--- src/rtl/core/pns_pkg.sv ---
`timescale 1ns / 1ps
package pns_pkg;

  localparam int MaxJobs = 16;
  localparam int IdxW    = (MaxJobs > 1) ? $clog2(MaxJobs) : 1;
  localparam int CntW    = $clog2(MaxJobs + 1);

  localparam int ArrW    = 16;
  localparam int BurstW  = 16;
  localparam int PrioW   = 8;
  localparam int TickW   = 21;
  localparam int TatW    = 20;
  localparam int TotW    = 24;
  localparam int JobNumW = 5;

  typedef struct packed {
    logic [ArrW-1:0]   arrival;
    logic [BurstW-1:0] burst;
    logic [PrioW-1:0]  prio;
  } job_t;

  // Access requests from the sequencer to the job and completion memories.
  typedef struct packed {
    logic             job_we;
    logic [IdxW-1:0]  job_waddr;
    job_t             job_wdata;
    logic             cmp_we;
    logic [IdxW-1:0]  cmp_waddr;
    logic [TickW-1:0] cmp_wdata;
    logic             re;
    logic [IdxW-1:0]  raddr;
  } store_req_t;

  // Result load control from the sequencer to the output stage.
  typedef struct packed {
    logic               load;
    logic               first;
    logic               last;
    logic [JobNumW-1:0] job_num;
  } emit_t;

endpackage

--- src/rtl/core/pns_store.sv ---
`timescale 1ns / 1ps
module pns_store
  import pns_pkg::*;
(
  input  logic             clk_i,
  input  store_req_t       req_i,
  output job_t             job_rdata_o,
  output logic [TickW-1:0] cmp_rdata_o
);

  job_t             job_mem [MaxJobs];
  logic [TickW-1:0] cmp_mem [MaxJobs];

  // Both memories share one read address; read data holds until the next read.
  always_ff @(posedge clk_i) begin
    if (req_i.job_we) begin
      job_mem[req_i.job_waddr] <= req_i.job_wdata;
    end
    if (req_i.cmp_we) begin
      cmp_mem[req_i.cmp_waddr] <= req_i.cmp_wdata;
    end
    if (req_i.re) begin
      job_rdata_o <= job_mem[req_i.raddr];
      cmp_rdata_o <= cmp_mem[req_i.raddr];
    end
  end

endmodule

--- src/rtl/core/pns_out.sv ---
`timescale 1ns / 1ps
module pns_out
  import pns_pkg::*;
(
  input  logic               clk_i,
  input  logic               rst_ni,
  input  emit_t              emit_i,
  input  job_t               job_i,
  input  logic [TickW-1:0]   completion_i,
  input  logic               out_stall_i,
  output logic               free_o,
  output logic               out_valid_o,
  output logic [JobNumW-1:0] job_number_o,
  output logic [TickW-1:0]   completion_time_o,
  output logic [TatW-1:0]    turnaround_time_o,
  output logic [TatW-1:0]    waiting_time_o,
  output logic [TotW-1:0]    total_turnaround_o,
  output logic [TotW-1:0]    total_waiting_o,
  output logic               last_result_o
);

  logic               valid_q;
  logic [JobNumW-1:0] num_q;
  logic [TickW-1:0]   cmp_q;
  logic [TatW-1:0]    tat_q, wt_q;
  logic [TotW-1:0]    tot_tat_q, tot_wt_q, tot_tat_d, tot_wt_d;
  logic [TotW-1:0]    out_tot_tat_q, out_tot_wt_q;
  logic               last_q;
  logic [TotW-1:0]    tat, wt;

  // Totals wrap modulo 2^24, so the per-job terms are formed at that width.
  assign tat       = TotW'(completion_i) - TotW'(job_i.arrival);
  assign wt        = tat - TotW'(job_i.burst);
  assign tot_tat_d = emit_i.first ? tat : tot_tat_q + tat;
  assign tot_wt_d  = emit_i.first ? wt : tot_wt_q + wt;

  assign free_o = !valid_q || !out_stall_i;

  always_ff @(posedge clk_i or negedge rst_ni) begin
    if (!rst_ni) begin
      valid_q <= 1'b0;
    end else if (emit_i.load) begin
      valid_q <= 1'b1;
    end else if (!out_stall_i) begin
      valid_q <= 1'b0;
    end
  end

  always_ff @(posedge clk_i) begin
    if (emit_i.load) begin
      num_q         <= emit_i.job_num;
      cmp_q         <= completion_i;
      tat_q         <= tat[TatW-1:0];
      wt_q          <= wt[TatW-1:0];
      tot_tat_q     <= tot_tat_d;
      tot_wt_q      <= tot_wt_d;
      out_tot_tat_q <= emit_i.last ? tot_tat_d : '0;
      out_tot_wt_q  <= emit_i.last ? tot_wt_d : '0;
      last_q        <= emit_i.last;
    end
  end

  assign out_valid_o        = valid_q;
  assign job_number_o       = num_q;
  assign completion_time_o  = cmp_q;
  assign turnaround_time_o  = tat_q;
  assign waiting_time_o     = wt_q;
  assign total_turnaround_o = out_tot_tat_q;
  assign total_waiting_o    = out_tot_wt_q;
  assign last_result_o      = last_q;

endmodule

--- src/rtl/core/pns_ctrl.sv ---
`timescale 1ns / 1ps
module pns_ctrl
  import pns_pkg::*;
(
  input  logic              clk_i,
  input  logic              rst_ni,
  input  logic              in_valid_i,
  output logic              in_stall_o,
  input  logic [ArrW-1:0]   arrival_time_i,
  input  logic [BurstW-1:0] burst_time_i,
  input  logic [PrioW-1:0]  priority_req_i,
  input  logic              last_job_i,
  output store_req_t        req_o,
  input  job_t              job_rdata_i,
  input  logic              out_free_i,
  output emit_t             emit_o
);

  localparam logic [2:0] S_LOAD      = 3'd0;
  localparam logic [2:0] S_SCAN      = 3'd1;
  localparam logic [2:0] S_COMMIT    = 3'd2;
  localparam logic [2:0] S_EMIT_RD   = 3'd3;
  localparam logic [2:0] S_EMIT_WAIT = 3'd4;

  logic [2:0]        state_q, state_d;
  logic [CntW-1:0]   count_q, count_d;
  logic [CntW-1:0]   done_q, done_d;
  logic [TickW-1:0]  tick_q, tick_d;
  logic [MaxJobs-1:0] fin_q, fin_d;
  logic [CntW-1:0]   issue_q, issue_d;
  logic              rv_q, rv_d;
  logic [CntW-1:0]   rv_idx_q, rv_idx_d;
  logic              found_q, found_d;
  logic              pend_q, pend_d;
  logic [IdxW-1:0]   pick_q, pick_d;
  logic [PrioW-1:0]  best_prio_q, best_prio_d;
  logic [ArrW-1:0]   best_arr_q, best_arr_d;
  logic [BurstW-1:0] best_burst_q, best_burst_d;
  logic [ArrW-1:0]   next_arr_q, next_arr_d;
  logic [CntW-1:0]   emit_idx_q, emit_idx_d;

  logic              live, ready, better, scan_end, emit_last;
  logic [TickW-1:0]  finish_tick;

  assign live     = rv_q && !fin_q[rv_idx_q[IdxW-1:0]];
  assign ready    = live && (TickW'(job_rdata_i.arrival) <= tick_q);
  assign better   = !found_q || (job_rdata_i.prio < best_prio_q) ||
                    ((job_rdata_i.prio == best_prio_q) &&
                     (job_rdata_i.arrival < best_arr_q));
  assign scan_end = rv_q && (rv_idx_q == count_q - 1'b1);
  assign emit_last   = (emit_idx_q == count_q - 1'b1);
  assign finish_tick = tick_q + TickW'(best_burst_q);

  always_comb begin
    state_d      = state_q;
    count_d      = count_q;
    done_d       = done_q;
    tick_d       = tick_q;
    fin_d        = fin_q;
    issue_d      = issue_q;
    rv_d         = 1'b0;
    rv_idx_d     = issue_q;
    found_d      = found_q;
    pend_d       = pend_q;
    pick_d       = pick_q;
    best_prio_d  = best_prio_q;
    best_arr_d   = best_arr_q;
    best_burst_d = best_burst_q;
    next_arr_d   = next_arr_q;
    emit_idx_d   = emit_idx_q;
    in_stall_o   = 1'b1;
    req_o        = '0;
    req_o.job_waddr = count_q[IdxW-1:0];
    req_o.job_wdata = '{arrival: arrival_time_i, burst: burst_time_i, prio: priority_req_i};
    req_o.cmp_waddr = pick_q;
    req_o.cmp_wdata = finish_tick;
    req_o.raddr     = issue_q[IdxW-1:0];
    emit_o          = '0;
    emit_o.first    = (emit_idx_q == '0);
    emit_o.last     = emit_last;
    emit_o.job_num  = JobNumW'({1'b0, emit_idx_q} + 1'b1);

    case (state_q)
      S_LOAD: begin
        in_stall_o = 1'b0;
        if (in_valid_i) begin
          // A word beyond the set limit is dropped, but its last flag still counts.
          if (count_q < CntW'(MaxJobs)) begin
            req_o.job_we = 1'b1;
            count_d      = count_q + 1'b1;
          end
          if (last_job_i) begin
            state_d = S_SCAN;
            issue_d = '0;
            found_d = 1'b0;
            pend_d  = 1'b0;
          end
        end
      end
      S_SCAN: begin
        if (issue_q < count_q) begin
          req_o.re = 1'b1;
          issue_d  = issue_q + 1'b1;
          rv_d     = 1'b1;
        end
        if (live) begin
          if (!pend_q || (job_rdata_i.arrival < next_arr_q)) begin
            next_arr_d = job_rdata_i.arrival;
          end
          pend_d = 1'b1;
        end
        if (ready && better) begin
          found_d      = 1'b1;
          pick_d       = rv_idx_q[IdxW-1:0];
          best_prio_d  = job_rdata_i.prio;
          best_arr_d   = job_rdata_i.arrival;
          best_burst_d = job_rdata_i.burst;
        end
        if (scan_end) begin
          state_d = S_COMMIT;
        end
      end
      S_COMMIT: begin
        issue_d = '0;
        found_d = 1'b0;
        pend_d  = 1'b0;
        state_d = S_SCAN;
        if (found_q) begin
          req_o.cmp_we  = 1'b1;
          tick_d        = finish_tick;
          fin_d[pick_q] = 1'b1;
          done_d        = done_q + 1'b1;
          if (done_q + 1'b1 == count_q) begin
            state_d    = S_EMIT_RD;
            emit_idx_d = '0;
          end
        end else begin
          // Nothing has arrived yet: jump straight to the earliest arrival.
          tick_d = TickW'(next_arr_q);
        end
      end
      S_EMIT_RD: begin
        req_o.re    = 1'b1;
        req_o.raddr = emit_idx_q[IdxW-1:0];
        state_d     = S_EMIT_WAIT;
      end
      S_EMIT_WAIT: begin
        if (out_free_i) begin
          emit_o.load = 1'b1;
          if (emit_last) begin
            state_d = S_LOAD;
            count_d = '0;
            done_d  = '0;
            tick_d  = '0;
            fin_d   = '0;
          end else begin
            emit_idx_d = emit_idx_q + 1'b1;
            state_d    = S_EMIT_RD;
          end
        end
      end
      default: begin
        state_d = S_LOAD;
      end
    endcase
  end

  always_ff @(posedge clk_i or negedge rst_ni) begin
    if (!rst_ni) begin
      state_q    <= S_LOAD;
      count_q    <= '0;
      done_q     <= '0;
      tick_q     <= '0;
      fin_q      <= '0;
      issue_q    <= '0;
      rv_q       <= 1'b0;
      found_q    <= 1'b0;
      pend_q     <= 1'b0;
      emit_idx_q <= '0;
    end else begin
      state_q    <= state_d;
      count_q    <= count_d;
      done_q     <= done_d;
      tick_q     <= tick_d;
      fin_q      <= fin_d;
      issue_q    <= issue_d;
      rv_q       <= rv_d;
      found_q    <= found_d;
      pend_q     <= pend_d;
      emit_idx_q <= emit_idx_d;
    end
  end

  always_ff @(posedge clk_i) begin
    rv_idx_q     <= rv_idx_d;
    pick_q       <= pick_d;
    best_prio_q  <= best_prio_d;
    best_arr_q   <= best_arr_d;
    best_burst_q <= best_burst_d;
    next_arr_q   <= next_arr_d;
  end

endmodule

--- src/rtl/core/nonpreemptive_priority_scheduler_unit.sv ---
`timescale 1ns / 1ps
// Non-preemptive priority scheduler. Jobs (arrival, burst, priority) are loaded one
// word per cycle, up to 16 per set; further words are dropped. The word with
// last_job set closes the set and starts scheduling from tick 0: each decision is
// one pass over the N stored jobs through the single read port of the job memory,
// then a commit state, and there are N decisions plus at most N passes that only
// advance time to the earliest pending arrival. Results then leave in load order,
// each read from memory and then loaded into the output register once it is free,
// with the totals on the last one. The input is stalled from the last word of a set
// until the last result of that set has entered the output register.
module nonpreemptive_priority_scheduler_unit
  import pns_pkg::*;
(
  input  logic               clk_i,
  input  logic               rst_ni,
  input  logic               in_valid_i,
  output logic               in_stall_o,
  input  logic [ArrW-1:0]    arrival_time_i,
  input  logic [BurstW-1:0]  burst_time_i,
  input  logic [PrioW-1:0]   priority_req_i,
  input  logic               last_job_i,
  output logic               out_valid_o,
  input  logic               out_stall_i,
  output logic [JobNumW-1:0] job_number_o,
  output logic [TickW-1:0]   completion_time_o,
  output logic [TatW-1:0]    turnaround_time_o,
  output logic [TatW-1:0]    waiting_time_o,
  output logic [TotW-1:0]    total_turnaround_o,
  output logic [TotW-1:0]    total_waiting_o,
  output logic               last_result_o
);

  store_req_t       store_req;
  job_t             job_rdata;
  logic [TickW-1:0] cmp_rdata;
  emit_t            emit;
  logic             out_free;

  pns_ctrl u_ctrl (
    .clk_i          (clk_i),
    .rst_ni         (rst_ni),
    .in_valid_i     (in_valid_i),
    .in_stall_o     (in_stall_o),
    .arrival_time_i (arrival_time_i),
    .burst_time_i   (burst_time_i),
    .priority_req_i (priority_req_i),
    .last_job_i     (last_job_i),
    .req_o          (store_req),
    .job_rdata_i    (job_rdata),
    .out_free_i     (out_free),
    .emit_o         (emit)
  );

  pns_store u_store (
    .clk_i       (clk_i),
    .req_i       (store_req),
    .job_rdata_o (job_rdata),
    .cmp_rdata_o (cmp_rdata)
  );

  pns_out u_out (
    .clk_i              (clk_i),
    .rst_ni             (rst_ni),
    .emit_i             (emit),
    .job_i              (job_rdata),
    .completion_i       (cmp_rdata),
    .out_stall_i        (out_stall_i),
    .free_o             (out_free),
    .out_valid_o        (out_valid_o),
    .job_number_o       (job_number_o),
    .completion_time_o  (completion_time_o),
    .turnaround_time_o  (turnaround_time_o),
    .waiting_time_o     (waiting_time_o),
    .total_turnaround_o (total_turnaround_o),
    .total_waiting_o    (total_waiting_o),
    .last_result_o      (last_result_o)
  );

endmodule

--- config.mk ---
export PLATFORM = sky130hd
export DESIGN_NAME = nonpreemptive_priority_scheduler_unit
export DESIGN_NICKNAME = d
export VERILOG_FILES = /design/src/rtl/core/pns_pkg.sv /design/src/rtl/core/pns_store.sv /design/src/rtl/core/pns_out.sv /design/src/rtl/core/pns_ctrl.sv /design/src/rtl/core/nonpreemptive_priority_scheduler_unit.sv
export SDC_FILE = /design/constraint.sdc
export NUM_CORES = 2
export LEC_CHECK = 0
export BUFFER_PORTS_ARGS = -buffer_cell sky130_fd_sc_hd__buf_2
export CORE_MARGIN = 3
export CORE_UTILIZATION = 67
export CTS_BUF_LIST = sky130_fd_sc_hd__clkbuf_16
export CTS_CLUSTER_SIZE = 40
export DETAILED_ROUTE_END_ITERATION = 7
export PLACE_DENSITY = 0.93
export SLEW_MARGIN = 5
export SYNTH_ARGS = -nofsm -noshare
export SYNTH_HDL_FRONTEND = slang
export SYNTH_SLANG_ARGS = --single-unit
--- constraint.sdc ---
create_clock -name clk_i -period 14.55 [get_ports clk_i]
set_input_delay 2.91 -clock clk_i [delete_from_list [all_inputs] [get_ports clk_i]]
set_output_delay 2.91 -clock clk_i [all_outputs]
set_load 0.005 [all_outputs]
==> run metrics <==
Adder-Cell Fraction of Synth Area 0.0372; Post-CTS Setup Bufs 0; post-synthesis sequential area ratio 0.687; crit-path max FO 6; Crit Path Class reg2reg; Setup TNS 0 ns; Worst slew margin 0.0762; GRT overflow 0; synthesis-to-layout area growth 11.0%; Synth area leader edfxtp_1; Post-CTS Hold Buffers 0; Die X between 200 and 300 um; Via density ~7.1; WL per Instance roughly 28 um; worst slew pin tran approximately 1.4 ns; Starting Density 0.682; CTS tree yes; final RePlAce weighted congestion ~0.96; final hold violation count 0; post-synth top area share 0.657; initial drt markers about 6500; All-Layer GR Usage 0.344; top post-synthesis cells by count edfxtp_1 (1260), nand2_1 (618), a211oi_1 (327); share of cells above drive strength 1 0.105; simple-gate share of the synthesized area 0.0992; WHS Path Cells 0; antenna-violating nets left 0; largest net degree at the start of global routing approximately 220; top cells by area, synth edfxtp_1 (66%), a211oi_1 (4.3%), nand2_1 (4.0%), ha_1 (3.5%), dfrtp_1 (2.8%); worst r2r src u_store.job_rdata_o[24]$_DFFE_PP_; max_cap viols 0; Fmax achieved approximately 150 MHz; Unique masters post-synth 78; crit share post-route 0.471; Post-synth ARST share 0.0482; Reg2Reg Capture Point u_out.total_waiting_o[23]$_SDFFCE_PN0P_; critical path arrival around 7.4 ns; Die ar. around 89000 sq um; Worst-Skew Late Latency 0.77 ns; Post-Syn Area 57600 sq um; vias in the first global route about 38000; count leader, synth edfxtp_1; status finished, final reports clean; Worst Skew around 0.058 ns; Total Wirelength 157000 um; Chip Height 299 um; xor/xnor cell area share of the yosys netlist 0.0173; Rows roughly 110; Worst Hold Endpoint u_out.completion_time_o[7]$_DFFE_PP_; I/O pin total about 160; filler cell count 4336; initial antenna violation count 17; vias 40223; Nets between 4000 and 5000; Clock transition at path regs 0.06 ns; number of gates resized after CTS 0; path depth of the worst reg2reg path 26; type of the worst min-delay path reg2reg; main combinational cell family by area after synthesis compound AO/OA/AOI/OAI gates; DRT Pass-1 Iters 8; global-route wire length before repair between 200000 and 250000 um; met2 routed WL 75800 um; Yosys warnings 0; Yosys reg bits between 1000 and 1500; average size of a mapped cell around 13 sq um; core footprint between 80000 and 90000 sq um; top_reg_cell synth edfxtp_1; DP HPWL ~83000 um; FF+latch area slightly below 40000 sq um; EDFF count, synth between 1000 and 1500; Hold Startpoint u_store.cmp_rdata_o[7]$_DFFE_PP_; RSZ-0062 raised after global routing false; mux contribution to synthesized area 0.00609; Num CTS Buffers around 130; highest routing layer actually used met5; CP Data Required Time roughly 15 ns; critical path capture point type flip-flop; Synth Area in Compound Gates 0.129; multi-input logic area 16800 sq um; WL met1 ~50000 um; Syn Nets 4531; crit start category flip-flop; met3 routed WL around 21000 um; Cells after Synth about 4300; minimum clock period after layout 6.85 ns; Max Buffers Root-to-Sink 3; Slew Limit Fails 0; DRC 0; Root Driver clkbuf_16; reg2reg setup slack just under 8 ns; Final setup viols 0; Num Clock Sinks between 1000 and 1500; CTS HTree Levels 4; port bufs between 150 and 200
==> layout make-up <==
class,count,share of cell area
antenna,10,0.000391
clock buffer,132,0.0517
clock inverter,103,0.0152
inverter,130,0.00771
multi-input combinational,2616,0.263
sequential,1329,0.619
tap,1134,0.0222
timing repair buffer,223,0.0211
==> layer usage <==
| layer | global-route usage | up-vias |
|---|---|---|
| met5 | 0 | - |
| met1 | 0.431 | 19166 |
| li1 | - | 16568 |
| met2 | 0.564 | 3690 |
| met3 | 0.0835 | 785 |
| met4 | 0.174 | 14 |
==> per-stage QoR <==
step	util	instances	hold slack [ns]	setup slack [ns]	instance area (sq um)
after floorplan	-	4318	0.391	7.09	57600
final	0.758	5677	0.430	7.70	63900
after global placement	0.707	5432	0.410	7.97	59600
after detailed placement	0.707	5432	0.438	7.83	59600
after CTS	0.757	5667	0.429	7.78	63900
after global routing	0.758	5671	0.457	7.35	63900
==> cells by family after synthesis <==
kind of cell / count (synthesis)
DFF: 1329
and+or+nand+nor: 1222
AOI/OAI and AO/OA: 1084
buffers and inverters: 373
adders and majority gates: 168
xor gates and xnor gates: 114
muxes: 28
==> state kept, by name, summed over array words and instances, names as in the netlist, 8 cells and up <==
name,count
u_ctrl.best_arr_q,16
u_store.cmp_mem,336
u_ctrl.best_burst_q,16
u_ctrl.fin_q,16
u_ctrl.tick_q,21
u_out.total_turnaround_o,24
u_out.completion_time_o,21
u_store.job_rdata_o,40
u_out.total_waiting_o,24
u_out.tot_tat_q,24
u_ctrl.best_prio_q,8
u_store.job_mem,640
u_out.turnaround_time_o,20
u_ctrl.next_arr_q,16
u_store.cmp_rdata_o,21
u_out.tot_wt_q,24
u_out.waiting_time_o,20
==> worst max-delay path, stage by stage, from the launching register on <==
cell and delay, ns:
edfxtp_1 0.43, ha_1 0.20, inv_1 0.06, fa_1 0.44
a211oi_1 0.37, nor3_1 0.14, a21oi_2 0.24, o21ai_1 0.23
xor2_1 0.52, ha_1 0.41, a21o_1 0.22, a21o_1 0.18
a21o_1 0.19, or3_1 0.35, nor3_1 0.28, nor2_1 0.11
xnor2_1 0.25, ha_1 0.34, nand2_1 0.08, o21ai_0 0.11
nor4_1 0.27, o41a_1 0.19, o31ai_1 0.12, o31ai_1 0.30
mux2i_1 0.25, xor2_1 0.12, and2_1 0.20
==> worst max-delay path by stage <==
stage,end,depth (start not counted),slack [ns],from
after CTS,u_out.total_waiting_o[23]$_SDFFCE_PN0P_,26,7.78,u_store.job_rdata_o[24]$_DFFE_PP_
after global routing,u_out.total_waiting_o[23]$_SDFFCE_PN0P_,26,7.35,u_store.job_rdata_o[24]$_DFFE_PP_
after floorplan,u_ctrl.emit_idx_q[0]$_DFFE_PN0P_,6,7.09,out_stall_i
after detailed placement,u_out.total_waiting_o[23]$_SDFFCE_PN0P_,26,7.83,u_store.job_rdata_o[24]$_DFFE_PP_
final,u_out.total_waiting_o[23]$_SDFFCE_PN0P_,26,7.70,u_store.job_rdata_o[24]$_DFFE_PP_
after global placement,u_out.total_waiting_o[23]$_SDFFCE_PN0P_,26,7.97,u_store.job_rdata_o[24]$_DFFE_PP_
==> layout by cell type (no fill, tap or decap), drive strengths merged, types with 13 or more instances in the layout <==
cell type,n
a211oi,328
a21o,56
a21oi,249
a311oi,122
a31oi,127
and2,277
and3,13
buf,223
clkbuf,132
clkinv,63
dfrtp,64
edfxtp,1260
ha,163
inv,158
mux2i,17
nand2,618
nand2b,28
nand3,51
nor2,132
nor2b,14
nor3,31
o211ai,16
o21a,22
o21ai,75
o21bai,14
o22ai,15
o31ai,18
xnor2,76
xor2,38
Power is not shown: default switching activity piles up to over one toggle a cycle in this logic, so the estimate is an artifact.
